==> src/rtl/core/rvx_pkg.sv <==
// rvx_pkg: shared types, opcode codes and size defaults for the rv64 subset executor
// used by every module under rtl/core; depends on nothing
package rvx_pkg;

   // default store depths (words); both are powers of two
   localparam int DEF_DATA_WORDS  = 32768;
   localparam int DEF_INSTR_WORDS = 32768;

   localparam int XLEN      = 64;
   localparam int IWORD_W   = 32;
   localparam int REG_IDX_W = 5;
   localparam int RF_DEPTH  = 32;
   localparam int IMM_W     = 21;
   localparam int FETCH_W   = 17;
   localparam int HALT_W    = 2;

   // decoupling queue between decode and execute
   localparam int QDEPTH = 2;
   localparam int QPTR_W = $clog2(QDEPTH);
   localparam int QCNT_W = $clog2(QDEPTH + 1);

   // configuration registers
   localparam int CSR_IDX_W = 1;
   localparam logic [CSR_IDX_W-1:0] CSR_STOP_REG = 1'd0;
   localparam logic [CSR_IDX_W-1:0] CSR_STOP_VAL = 1'd1;
   localparam logic [REG_IDX_W-1:0] STOP_REG_RST = 5'd9;
   localparam logic [XLEN-1:0]      STOP_VAL_RST = 64'd10;

   // major opcodes
   localparam logic [6:0] OPCODE_ADD  = 7'h33;
   localparam logic [6:0] OPCODE_ADDI = 7'h13;
   localparam logic [6:0] OPCODE_JAL  = 7'h6f;
   localparam logic [6:0] OPCODE_JALR = 7'h67;
   localparam logic [6:0] OPCODE_BEQ  = 7'h63;
   localparam logic [6:0] OPCODE_LD   = 7'h03;
   localparam logic [6:0] OPCODE_SD   = 7'h23;

   // halt status codes
   localparam logic [HALT_W-1:0] HALT_RUN  = 2'd0;
   localparam logic [HALT_W-1:0] HALT_ZERO = 2'd1;
   localparam logic [HALT_W-1:0] HALT_STOP = 2'd2;

   typedef enum logic [2:0] {
      OPC_NONE,
      OPC_ADD,
      OPC_ADDI,
      OPC_JAL,
      OPC_JALR,
      OPC_BEQ,
      OPC_LD,
      OPC_SD
   } op_type;

   typedef struct packed {
      logic                        is_zero;
      op_type                      op;
      logic [REG_IDX_W-1:0]        rd;
      logic [REG_IDX_W-1:0]        rs1;
      logic [REG_IDX_W-1:0]        rs2;
      logic signed [IMM_W-1:0]     imm;
   } dec_type;

endpackage

==> src/rtl/core/rvx_queue.sv <==
// rvx_queue: small fifo of decoded instructions between decode and execute
// depends on rvx_pkg
module rvx_queue
   import rvx_pkg::*;
(
   input  logic    clock,
   input  logic    reset,
   input  logic    push_valid,
   output logic    push_ready,
   input  dec_type push_data,
   output logic    pop_valid,
   input  logic    pop,
   output dec_type pop_data
);

   dec_type             entry_ff [QDEPTH];
   logic [QPTR_W-1:0]   wr_ptr_ff, wr_ptr_in;
   logic [QPTR_W-1:0]   rd_ptr_ff, rd_ptr_in;
   logic [QCNT_W-1:0]   count_ff, count_in;
   logic                do_push;
   logic                do_pop;

   assign push_ready = (count_ff != QCNT_W'(QDEPTH));
   assign pop_valid  = (count_ff != '0);
   assign pop_data   = entry_ff[rd_ptr_ff];
   assign do_push    = push_valid && push_ready;
   assign do_pop     = pop && pop_valid;

   always_comb begin
      wr_ptr_in = wr_ptr_ff;
      rd_ptr_in = rd_ptr_ff;
      count_in  = count_ff;
      if (do_push) begin
         wr_ptr_in = (wr_ptr_ff == QPTR_W'(QDEPTH - 1)) ? '0 : wr_ptr_ff + 1'b1;
      end
      if (do_pop) begin
         rd_ptr_in = (rd_ptr_ff == QPTR_W'(QDEPTH - 1)) ? '0 : rd_ptr_ff + 1'b1;
      end
      if (do_push && !do_pop) begin
         count_in = count_ff + 1'b1;
      end else if (do_pop && !do_push) begin
         count_in = count_ff - 1'b1;
      end
   end

   always_ff @(posedge clock) begin
      if (reset) begin
         wr_ptr_ff <= '0;
         rd_ptr_ff <= '0;
         count_ff  <= '0;
      end else begin
         wr_ptr_ff <= wr_ptr_in;
         rd_ptr_ff <= rd_ptr_in;
         count_ff  <= count_in;
      end
   end

   always_ff @(posedge clock) begin
      if (do_push) begin
         entry_ff[wr_ptr_ff] <= push_data;
      end
   end

endmodule

==> config.mk <==
export PLATFORM = sky130hd
export DESIGN_NAME = rvx_queue
export DESIGN_NICKNAME = d
export VERILOG_FILES = /design/src/rtl/core/rvx_pkg.sv /design/src/rtl/core/rvx_queue.sv
export SDC_FILE = /design/constraint.sdc
export NUM_CORES = 1
export LEC_CHECK = 0
export BUFFER_PORTS_ARGS = -buffer_cell sky130_fd_sc_hd__buf_4
export CAP_MARGIN = 20
export CORE_UTILIZATION = 45
export DETAILED_ROUTE_END_ITERATION = 16
export GPL_TIMING_DRIVEN = 0
export PLACE_DENSITY = 0.73
export SETUP_SLACK_MARGIN = 0.5
export SLEW_MARGIN = 20
export SYNTH_ARGS = -nofsm -noshare
export SYNTH_HDL_FRONTEND = slang
export SYNTH_SLANG_ARGS = --single-unit
==> constraint.sdc <==
create_clock -name clock -period 3.75 [get_ports clock]
set_input_delay 0.1875 -clock clock [delete_from_list [all_inputs] [get_ports clock]]
set_output_delay 0.1875 -clock clock [all_outputs]
set_load 0.1 [all_outputs]
==> qor.csv <==
metric,value,unit
status,"finished, violations left",
critPathKind,reg2out,
synth.area.mux_share,0.146,
synth.cell_area,3100,um^2
cts_resized,0,
end_kind,primary output,
syn_inst,148,
cts_hold_buf,0,
path_buf_inv,2,
crit_arrival,1610,ps
fin_crit,1800,ps
synth-main-ff-cell,edfxtp_1,
place.gp.congestion,0.663,
slew_violations,0,
synth_enable_flop_cells,80,
cp_num_cells,3,
max_slew.worst_pin.slew,512,ps
ys_warn_count,0,
synth_top_family_by_area,multiplexers,
synth_area_leaders,"edfxtp_1 (78%), mux2_2 (15%), dfxtp_1 (3.2%)",
portBuffers,85,
syn_area_per_cell,20.9,um^2
diodes,0,
dr.pass1.iters,10,
fillCellCount,473,
crit_family,buffers and inverters,
required,3560,ps
hold_path_depth,1,
row_count,29,
first_global_vias,1740,
post_drt_wl_per_cell,16.3,um
wl,5320,um
finalSetupTns,0,ps
clkLatencyLatePin,330,ps
hpwl,3480,um
via_count,1633,
hold_path_startpoint,push_data[17],
synthSimpleGateAreaFrac,0.0162,
grt_max_degree,25,
fp.dieH,84.9,um
yosysMostFrequentCell,edfxtp_1,
worst_path_max_delay_cell,dfxtp_1,
viasPerCell,4.99,
critPathMaxFanout,10,
cts_buffers,9,
die_w,84.9,um
htreeDepth,3,
cts_root_buf,clkbuf_8,
synthAdderAreaFrac,0.00404,
multi_input_area,571,um^2
coreArea,6490,um^2
drc_errors,7,
ant_nets,0,
async_flop_share,0,
worst_path_largest_cell_delay,400,ps
post-cts-setup-buffers,0,
syn-num-nets,193,
finalHoldViolCount,0,
grt_usage,0.158,
rsz0062_at_grt,false,
grt_pass1_wl,8390,um
setup_violations,0,
crit_path_start_kind,flop,
clk_pin_slew,80,ps
violations,DRC,
antenna_found_initial,0,
reg2regPathDepth,4,
dieArea,7210,um^2
clock_sinks,85,
synth-compound-area-share,0.00970,
skew,8.62,ps
yosysSeqAreaShare,0.808,
clk_path_buf_depth,2,
yosys.area.top_type_share,0.776,
max-cap-violations,0,
max_freq,556,MHz
final-seq-area,2500,um^2
start_util,0.477,
io_pins,86,
synth-xor-area-share,0.00849,
reg2reg_from,count_ff[0],
synthTopCellsByCount,"edfxtp_1 (80), mux2_2 (40), dfxtp_1 (5), buf_2 (4)",
cp_cell_sequence,buf_2 > mux2_2 > buf_4,
hold_path_class,in2reg,
cts_tree,built,
ys_ff_latch,85,
ys_types,17,
drt-initial-drc-count,79,
drive_gt1_frac,0.592,
synth_top_cell_by_area,edfxtp_1,
finalCritPeriodShare,0.479,
grt.overflow.total,0,
final_nets,291,
syn2layout_area_growth,31.9,%
max_slew_margin,0.658,
-- through the flow --
step	hold WS [ps]	setup WS (ps)	cell area, um^2	util	instances
2_1_floorplan	257	970	3100	-	148
3_3_place_gp	373	1190	3830	0.590	310
3_5_place_dp	375	2030	3880	0.597	312
4_1_cts	15.1	1880	4080	0.629	327
5_1_grt	8.82	1830	4080	0.629	327
6_report	32.9	1950	4080	0.629	327
-- cells in the final DEF (no fill, tap or decap), types with 2 or more instances in the layout --
master,synthesis,routed
nor2_1,3,3
xor2_1,3,3
mux2_2,40,40
o21ai_0,2,2
dfxtp_1,5,5
bufinv_16,0,2
clkbuf_8,0,9
buf_4,0,85
a21oi_1,2,2
edfxtp_1,80,80
buf_2,4,4
-- layer usage --
metal  share of wire  track usage  vias to the layer above
li1                -            -                      770
met1            0.40        0.186                      809
met2            0.53        0.274                       46
met3           0.048       0.0282                        8
met4           0.020       0.0878                        0
met5               0            0                        -
-- worst register-to-register path, cell delays in order, from the launching register on --
cell and delay [ps]:
dfxtp_1 410, nand2b_1 210, nand3b_1 130, inv_2 410
buf_16 240
-- cell families (layout without fill, tap and decap cells) --
group | after synthesis | after routing
fa+ha+maj | 1 | 1
mux | 40 | 40
buf+inv | 5 | 107
simple gates | 9 | 9
flops | 85 | 85
compound gates | 5 | 5
xor+xnor | 3 | 3
-- worst paths after layout --
kind                     end  slack (ps)
max              pop_data[0]        1950
min          entry_ff[1][17]          30
max reg2reg  entry_ff[0][30]        2050
min reg2reg             flop         510
-- state kept, by name (all words and copies together), names as in the netlist, named ones only --
name       cells
entry_ff      80
count_ff       2
wr_ptr_ff      1
rd_ptr_ff      1
-- layout make-up --
| cell class | instances | share of cell area |
|---|---|---|
| inverter | 1 | 0.000919 |
| timing repair buffer | 87 | 0.168 |
| sequential | 85 | 0.613 |
| clock inverter | 5 | 0.0187 |
| buffer | 4 | 0.00490 |
| multi-input combinational | 58 | 0.140 |
| clock buffer | 10 | 0.0313 |
| tap | 77 | 0.0236 |
Power is left out: the tool's default activity adds up to more than one toggle a clock period on the data nets, which glitch-free logic cannot reach.
