`config.mk`:
```
export PLATFORM = sky130hd
export DESIGN_NAME = rvx_front
export DESIGN_NICKNAME = d
export VERILOG_FILES = /design/src/rtl/core/rvx_pkg.sv /design/src/rtl/core/rvx_front.sv
export SDC_FILE = /design/constraint.sdc
export NUM_CORES = 1
export LEC_CHECK = 0
export ABC_CLOCK_PERIOD_IN_PS = 2250
export BUFFER_PORTS_ARGS = -buffer_cell sky130_fd_sc_hd__buf_4
export CELL_PAD_IN_SITES_DETAIL_PLACEMENT = 0
export CELL_PAD_IN_SITES_GLOBAL_PLACEMENT = 1
export CORE_MARGIN = 2
export CORE_UTILIZATION = 20
export DETAILED_ROUTE_END_ITERATION = 12
export PLACE_DENSITY = 0.88
export REMOVE_ABC_BUFFERS = 1
export SYNTH_ARGS = -nofsm -noshare
export SYNTH_HDL_FRONTEND = slang
export SYNTH_SLANG_ARGS = --single-unit
```
`constraint.sdc`:
```
create_clock -name vclk -period 2.25
set_clock_uncertainty 0.2 [all_clocks]
set_input_delay 0.45 -clock vclk [all_inputs]
set_output_delay 0.45 -clock vclk [all_outputs]
set_load 0.01 [all_outputs]
```
`src/rtl/core/rvx_pkg.sv`:
```
// rvx_pkg: shared types, opcode codes and size defaults for the rv64 subset executor
// used by every module under rtl/core; depends on nothing
package rvx_pkg;

   // default store depths (words); both are powers of two
   localparam int DEF_DATA_WORDS  = 32768;
   localparam int DEF_INSTR_WORDS = 32768;

   localparam int XLEN      = 64;
   localparam int IWORD_W   = 32;
   localparam int REG_IDX_W = 5;
   localparam int RF_DEPTH  = 32;
   localparam int IMM_W     = 21;
   localparam int FETCH_W   = 17;
   localparam int HALT_W    = 2;

   // decoupling queue between decode and execute
   localparam int QDEPTH = 2;
   localparam int QPTR_W = $clog2(QDEPTH);
   localparam int QCNT_W = $clog2(QDEPTH + 1);

   // configuration registers
   localparam int CSR_IDX_W = 1;
   localparam logic [CSR_IDX_W-1:0] CSR_STOP_REG = 1'd0;
   localparam logic [CSR_IDX_W-1:0] CSR_STOP_VAL = 1'd1;
   localparam logic [REG_IDX_W-1:0] STOP_REG_RST = 5'd9;
   localparam logic [XLEN-1:0]      STOP_VAL_RST = 64'd10;

   // major opcodes
   localparam logic [6:0] OPCODE_ADD  = 7'h33;
   localparam logic [6:0] OPCODE_ADDI = 7'h13;
   localparam logic [6:0] OPCODE_JAL  = 7'h6f;
   localparam logic [6:0] OPCODE_JALR = 7'h67;
   localparam logic [6:0] OPCODE_BEQ  = 7'h63;
   localparam logic [6:0] OPCODE_LD   = 7'h03;
   localparam logic [6:0] OPCODE_SD   = 7'h23;

   // halt status codes
   localparam logic [HALT_W-1:0] HALT_RUN  = 2'd0;
   localparam logic [HALT_W-1:0] HALT_ZERO = 2'd1;
   localparam logic [HALT_W-1:0] HALT_STOP = 2'd2;

   typedef enum logic [2:0] {
      OPC_NONE,
      OPC_ADD,
      OPC_ADDI,
      OPC_JAL,
      OPC_JALR,
      OPC_BEQ,
      OPC_LD,
      OPC_SD
   } op_type;

   typedef struct packed {
      logic                        is_zero;
      op_type                      op;
      logic [REG_IDX_W-1:0]        rd;
      logic [REG_IDX_W-1:0]        rs1;
      logic [REG_IDX_W-1:0]        rs2;
      logic signed [IMM_W-1:0]     imm;
   } dec_type;

endpackage

```
`src/rtl/core/rvx_front.sv`:
```
// rvx_front: decodes one instruction word into an op class, register indexes and immediate
// depends on rvx_pkg
module rvx_front
   import rvx_pkg::*;
(
   input  logic [IWORD_W-1:0] instruction_word,
   output dec_type            dec
);

   logic [IWORD_W-1:0]  w;
   logic [IMM_W-1:0]    imm_i;
   logic [IMM_W-1:0]    imm_s;
   logic [IMM_W-1:0]    imm_b;
   logic [IMM_W-1:0]    imm_j;

   assign w = instruction_word;

   // all immediates sign-extended to the widest (jal) format
   assign imm_i = {{9{w[31]}}, w[31:20]};
   assign imm_s = {{9{w[31]}}, w[31:25], w[11:7]};
   assign imm_b = {{8{w[31]}}, w[31], w[7], w[30:25], w[11:8], 1'b0};
   assign imm_j = {w[31], w[19:12], w[20], w[30:21], 1'b0};

   always_comb begin
      dec.is_zero = (w == '0);
      dec.rd      = w[11:7];
      dec.rs1     = w[19:15];
      dec.rs2     = w[24:20];
      dec.op      = OPC_NONE;
      dec.imm     = imm_i;
      case (w[6:0])
         OPCODE_ADD:  dec.op = OPC_ADD;
         OPCODE_ADDI: dec.op = OPC_ADDI;
         OPCODE_JAL: begin
            dec.op  = OPC_JAL;
            dec.imm = imm_j;
         end
         OPCODE_JALR: dec.op = OPC_JALR;
         OPCODE_BEQ: begin
            dec.op  = OPC_BEQ;
            dec.imm = imm_b;
         end
         OPCODE_LD:   dec.op = OPC_LD;
         OPCODE_SD: begin
            dec.op  = OPC_SD;
            dec.imm = imm_s;
         end
         default:     dec.op = OPC_NONE;
      endcase
   end

endmodule

```
==> key figures, run 1 <==
Global route
  • Largest net degree at the start of global routing: 11
  • Vias in the first global route: between 700 and 800
  • Global-route wire length before repair: around 3.3 mm
  • Initial antenna violation count: 0
  • Gr ovfl total: 0
  • GRT Util Overall: between 10% and 20%

Yosys
  • Sequential fraction of the synthesis area: 0%
  • Synthesized area: between 500 and 600 µm²
  • Cells after synthesis: 77
  • Synth Warn #: 0
  • Count of different cell masters after synthesis: 26
  • Syn avg cell area: between 7 and 8 µm²

STA
  • Hold Violations, Final: 0
  • Final setup fails: 1
  • Worst slew pin tran: roughly 0.32 ns
  • Slew margin rel.: roughly four fifths
  • Fin. max-slew vios: 0
  • RSZ-0062 raised after global routing: true
  • Hold slack: a little under 0.9 ns
  • Min Tclk post-route: around 2.3 ns
  • Achievable clock frequency: around 440 MHz
  • Crit share post-route: 100.7%
  • Setup ws final: -0.01630 ns

Floorplanning
  • Die Y: between 50 and 60 µm
  • CORE AREA: ~0.0027 mm²
  • Site Rows: 19
  • Die ar.: between 0.003 and 0.004 mm²
  • Initial Util: 20.73%
  • Die span in x: 57.24 µm
  • I/O Pins: ~70

Placement
  • Number of buffers added on ports: ~70
  • HPWL after DPL: 1.826 mm
  • Placed cell area: between 0.001 and 0.0015 mm²
  • Setup slack at placement: -0.07660 ns
  • Placed insts: ~160
  • Gpl congestion: approximately 0.68

Critical path
  • Slowest CP cell: or3b_4
  • Crit end category: output port
  • Most used cell, CP: buf_6
  • CP max stage delay: just under 0.4 ns
  • Crit-path cells: buf_6, nand4b_1, buf_4, o21ai_1, or3b_4, buf_6
  • Critical path arrival: 1.62 ns
  • Crit-path max FO: 3
  • Kind of critical path: in2out
  • Delay-heaviest family, CP: simple AND/OR/NAND/NOR gates
  • Crit start category: primary input
  • Worst path buffer plus inverter count: 3
  • Crit path required time: 1.60 ns

Finish
  • Synthesis-to-layout area growth: 95.58%
  • Final non-filler cell total: ~170
  • Nets: between 150 and 200
  • Diode count: 0
  • Final Cell Area: 0.001109 mm²
  • FF/Latch Area: 0 µm²
  • # clk buffers: 0
  • Share of cells above drive strength 1: 70.59%
  • Seq_cells: 0

Detailed routing
  • Number of DRC markers in iteration 0: 4
  • Post-route ant nets: 0
  • DRT Pass-1 Iters: 3
  • Vias: 776
  • DRC violations left: 0
  • Total length of routed wires: 2.133 mm
  • Vias per cell: ~4.6
  • Avg WL per Cell: around 13 µm

Power and ir drop
  • Max VDD drop: around 0.09 mV
  • Power Dens Cells: between 150 and 200 mW/mm²
  • Pleak: roughly 0.58 nW
  • Total power: between 0.00015 and 0.0002 W

Run status
  • Failing checks: setup timing
  • Status: complete, but fails checks

Min path
  • Hold crit path type: in2out

Clocking
  • Hold_buf cts: 0

Run
  • Maxcap violations: 0
-- kinds of logic after synthesis --
family,Yosys count,share of synthesized area [%]
simple gates,30,35.76
buf+inv,25,33.77
compound gates,17,20.75
mux,5,9.713
-- placed cells by master, fill, tap and decap left out, drive strengths merged, types with 2 or more instances in the layout --
master	synthesis	layout
a21oi	3	3
nand3	3	3
nand4	2	2
nor4	7	7
mux2	4	4
nand3b	3	3
nor2	3	3
a21o	9	9
buf	24	83
or3b	2	2
nand2	2	2
nor3	4	4
o21ai	2	2
-- metrics by stage --
stage	util, %	TNS, ns
4_1_cts	39.73	-0.09721
3_3_place_gp	37.25	-0.3145
5_1_grt	40.55	-0.1149
3_5_place_dp	37.25	-0.3646
6_report	40.55	-0.01630
2_1_floorplan	-	0
-- metal layers --
metal	up-vias	share of wire (%)	track usage (%)
met2	39	54	24.30
met4	0	0.98	0.9967
met1	349	38	14.31
met3	2	6.3	0.4535
met5	-	0	0
li1	386	-	-
-- cells in the mapped netlist, types with 2 or more instances --
cell | n | share of area [%]
a21o_1 | 8 | 11
nor2_1 | 3 | 2.0
or3b_1 | 2 | 3.1
mux2_2 | 4 | 7.9
nor4_1 | 7 | 7.7
nand3b_1 | 3 | 4.0
nand2_1 | 2 | 1.3
a21oi_1 | 3 | 2.6
nand3_1 | 3 | 2.6
o21ai_0 | 2 | 1.8
buf_6 | 2 | 4.0
nand4_1 | 2 | 2.2
buf_4 | 22 | 29
nor3_1 | 2 | 1.8
-- layout make-up --
type               instances  area (µm²)
well taps                 31       38.79
multi-input cells         52       409.1
inverters                  1       3.754
repair buffers            83       656.9
fillers                  273        1625
-- power by group --
part | total (W) | switching [W] | internal [W]
clock | 0 | 0 | 0
sequential | 0 | 0 | 0
combinational | 0.000196 | 0.0000813 | 0.000115
-- worst paths after layout --
| path | depth (start not counted) | startpoint | slack (ns) | endpoint |
|---|---|---|---|---|
| worst max-delay path | 6 | instruction_word[4] | -0.02 | dec[11] |
| worst min-delay path | 2 | instruction_word[29] | 0.89 | dec[9] |
-- repair_timing --
item / 4_1_cts / 5_1_grt
gates resized for setup: 13 / 6
pin swaps: 1 / 2
buffers inserted: 3 / 0
setup endpoints to repair: 5 / 7
Note: power is estimated with default switching activity, not from simulation.
==> run 2, diff against run 1 <==
--- a/config.mk
+++ b/config.mk
@@ -5,14 +5,15 @@
 export SDC_FILE = /design/constraint.sdc
 export NUM_CORES = 1
 export LEC_CHECK = 0
+export ABC_AREA = 1
 export ABC_CLOCK_PERIOD_IN_PS = 2250
 export BUFFER_PORTS_ARGS = -buffer_cell sky130_fd_sc_hd__buf_4
 export CELL_PAD_IN_SITES_DETAIL_PLACEMENT = 0
 export CELL_PAD_IN_SITES_GLOBAL_PLACEMENT = 1
 export CORE_MARGIN = 2
-export CORE_UTILIZATION = 20
+export CORE_UTILIZATION = 19
 export DETAILED_ROUTE_END_ITERATION = 12
-export PLACE_DENSITY = 0.88
+export PLACE_DENSITY = 0.89
 export REMOVE_ABC_BUFFERS = 1
 export SYNTH_ARGS = -nofsm -noshare
 export SYNTH_HDL_FRONTEND = slang
==> run 2 against run 1 <==
  * The flow now finishes without violations
  * Sequential cell count did not move
  * Routed wire length down 5.6%
  * Power down 12%
  * Die area up 7.9%
  * Largest cell class unchanged
  * Largest power group unchanged
==> key figures, run 2 <==
Yosys
  • Cells after synthesis: ~110
  • Synthesized area: 584.3 µm²
  • Leading post-synthesis cells by cell area: buf_4, nand2_1, nand3_1, nor2_1, inv_1
  • Top cells by count, synth: nand2_1, buf_4, nor2_1, inv_1, nand3_1
  • Post-synth top area share: approximately 28%
  • Sequential fraction of the synthesis area: 0%
  • Synth Warn #: 0
  • Area leader, netlist: buf_4
  • Count of different cell masters after synthesis: 15
  • Syn avg cell area: about 5.2 µm²
  • Most numerous cell in the Yosys netlist: nand2_1

Critical path
  • Crit end category: output port
  • Crit-path cells: buf_4, nand2_1, nor2_1, nand2_2, nand2_1, o21ai_1, buf_4
  • Kind of critical path: in2out
  • Crit-path max FO: 8
  • Slowest CP cell: nor2_1
  • Crit path required time: 1.60 ns
  • CP max stage delay: 0.25 ns
  • Worst Setup SP: instruction_word[1]
  • Critical path arrival: roughly 1.5 ns
  • Crit start category: primary input

Clocking
  • Post-CTS Setup Repair Bufs: 0
  • Hold_buf cts: 0
  • # resized after CTS: 0

Detailed routing
  • Avg WL per Cell: 10.22 µm
  • DRT Pass-1 Iters: 4
  • Total length of routed wires: approximately 2.0 mm
  • Number of DRC markers in iteration 0: 32
  • Vias: a little over 800
  • Vias per cell: 4.193
  • Post-route ant nets: 0
  • DRC violations left: 0

STA
  • Hold Violations, Final: 0
  • RSZ-0062 raised after global routing: false
  • Min Tclk post-route: 2.135 ns
  • Worst slew pin tran: 0.2626 ns
  • Slew margin rel.: roughly 80%
  • Final setup fails: 0
  • Setup TNS: 0 ns
  • Crit share post-route: between 90% and 100%
  • Achievable clock frequency: approximately 470 MHz
  • Hold slack: about 0.89 ns
  • Fin. max-slew vios: 0

Global route
  • GRT Util Overall: between 10% and 20%
  • Gr ovfl total: 0
  • Vias in the first global route: between 700 and 800
  • Global-route wire length before repair: approximately 3.1 mm
  • Initial antenna violation count: 0
  • Largest net degree at the start of global routing: 10

Floorplanning
  • I/O Pins: 72
  • Site Rows: 20
  • Die span in x: 59.46 µm
  • Die ar.: around 0.0035 mm²
  • Initial Util: 19.62%
  • CORE AREA: just under 0.003 mm²
  • Die Y: ~59 µm

Finish
  • Most frequent cells in the layout: buf_4, nand2_1, nor2_1
  • Diode count: 0
  • # clk buffers: 0
  • Share of cells above drive strength 1: roughly 50%
  • Fill count: approximately 340
  • Leading cell type in the layout, fill and taps excluded: buf_4
  • Synthesis-to-layout area growth: 71.95%
  • FF/Latch Area: 0 µm²
  • Seq_cells: 0
  • Nets: between 150 and 200

Power and ir drop
  • Power Dens Cells: 171.1 mW/mm²
  • Total power: around 0.00017 W
  • Max VDD drop: 0.05023 mV
  • Pleak: 0.5865 nW

Run status
  • Status: finished, final reports clean

Placement
  • Gpl congestion: just over 0.8
  • HPWL after DPL: about 1.8 mm
  • Number of buffers added on ports: 72

Min path
  • Hold crit path type: in2out
  • Critical hold path startpoint: instruction_word[10]

Run
  • Maxcap violations: 0
[run 2: changes by cell type after synthesis, sizes merged, moves of 3 or more]
cell	previous run	this run
a21o	9	0
a21oi	3	0
inv	1	16
mux2	4	0
nand2	2	26
nand3	3	16
nand3b	3	0
nor2	3	20
nor3	4	0
nor4	7	0
o21ai	2	9
[run 2: metrics by stage]
| step | std cells | util [%] | setup WS [ns] | instance area [µm²] |
|---|---|---|---|---|
| 3_3_place_gp | 197 | 33.74 | 0.1882 | 1005 |
| 4_1_cts | 197 | 33.74 | 0.1218 | 1005 |
| 5_1_grt | 197 | 33.74 | 0.009604 | 1005 |
| 3_5_place_dp | 197 | 33.74 | 0.1265 | 1005 |
| 6_report | 197 | 33.74 | 0.1151 | 1005 |
| 2_1_floorplan | 90 | - | 0.4001 | 407.9 |
[run 2: cell families (layout without fill, tap and decap cells)]
| kind of cell | after synthesis | after routing | synth area share, % |
|---|---|---|---|
| buffers and inverters | 39 | 90 | 40.47 |
| and+or+nand+nor | 65 | 65 | 51.18 |
| AOI/OAI and AO/OA | 9 | 9 | 8.350 |
[run 2: report_power, final]
| part | internal [W] | leakage (nW) | switching [W] |
|---|---|---|---|
| logic | 0.0000924 | 0.586 | 0.0000795 |
| clock network | 0 | 0 | 0 |
| registers | 0 | 0 | 0 |
[run 2: critical path, delay by kind of cell]
family | cells | cell delay [ns]
and+or+nand+nor | 4 | 0.68
AOI/OAI and AO/OA | 1 | 0.11
buffers and inverters | 2 | 0.24
[run 2: final timing paths]
kind,end,slack [ns],depth (start not counted)
max,dec[14],0.12,7
min,dec[34],0.89,2
[run 2: cell type report]
class / instances / area [µm²] / share of cell area [%]
multi-input combinational: 74 / 347.8 / 34.62
tap: 33 / 41.29 / 4.110
timing repair buffer: 74 / 555.5 / 55.29
inverter: 16 / 60.06 / 5.978
[run 2: metal layers]
metal  global-route usage, %  vias to the layer above  routed length (µm)
met5                       0                        -                   0
met4                  0.6494                        0                   0
met3                  0.6550                        0                 173
met2                   19.47                       40                1005
met1                   14.94                      351                 835
li1                        -                      435                   -
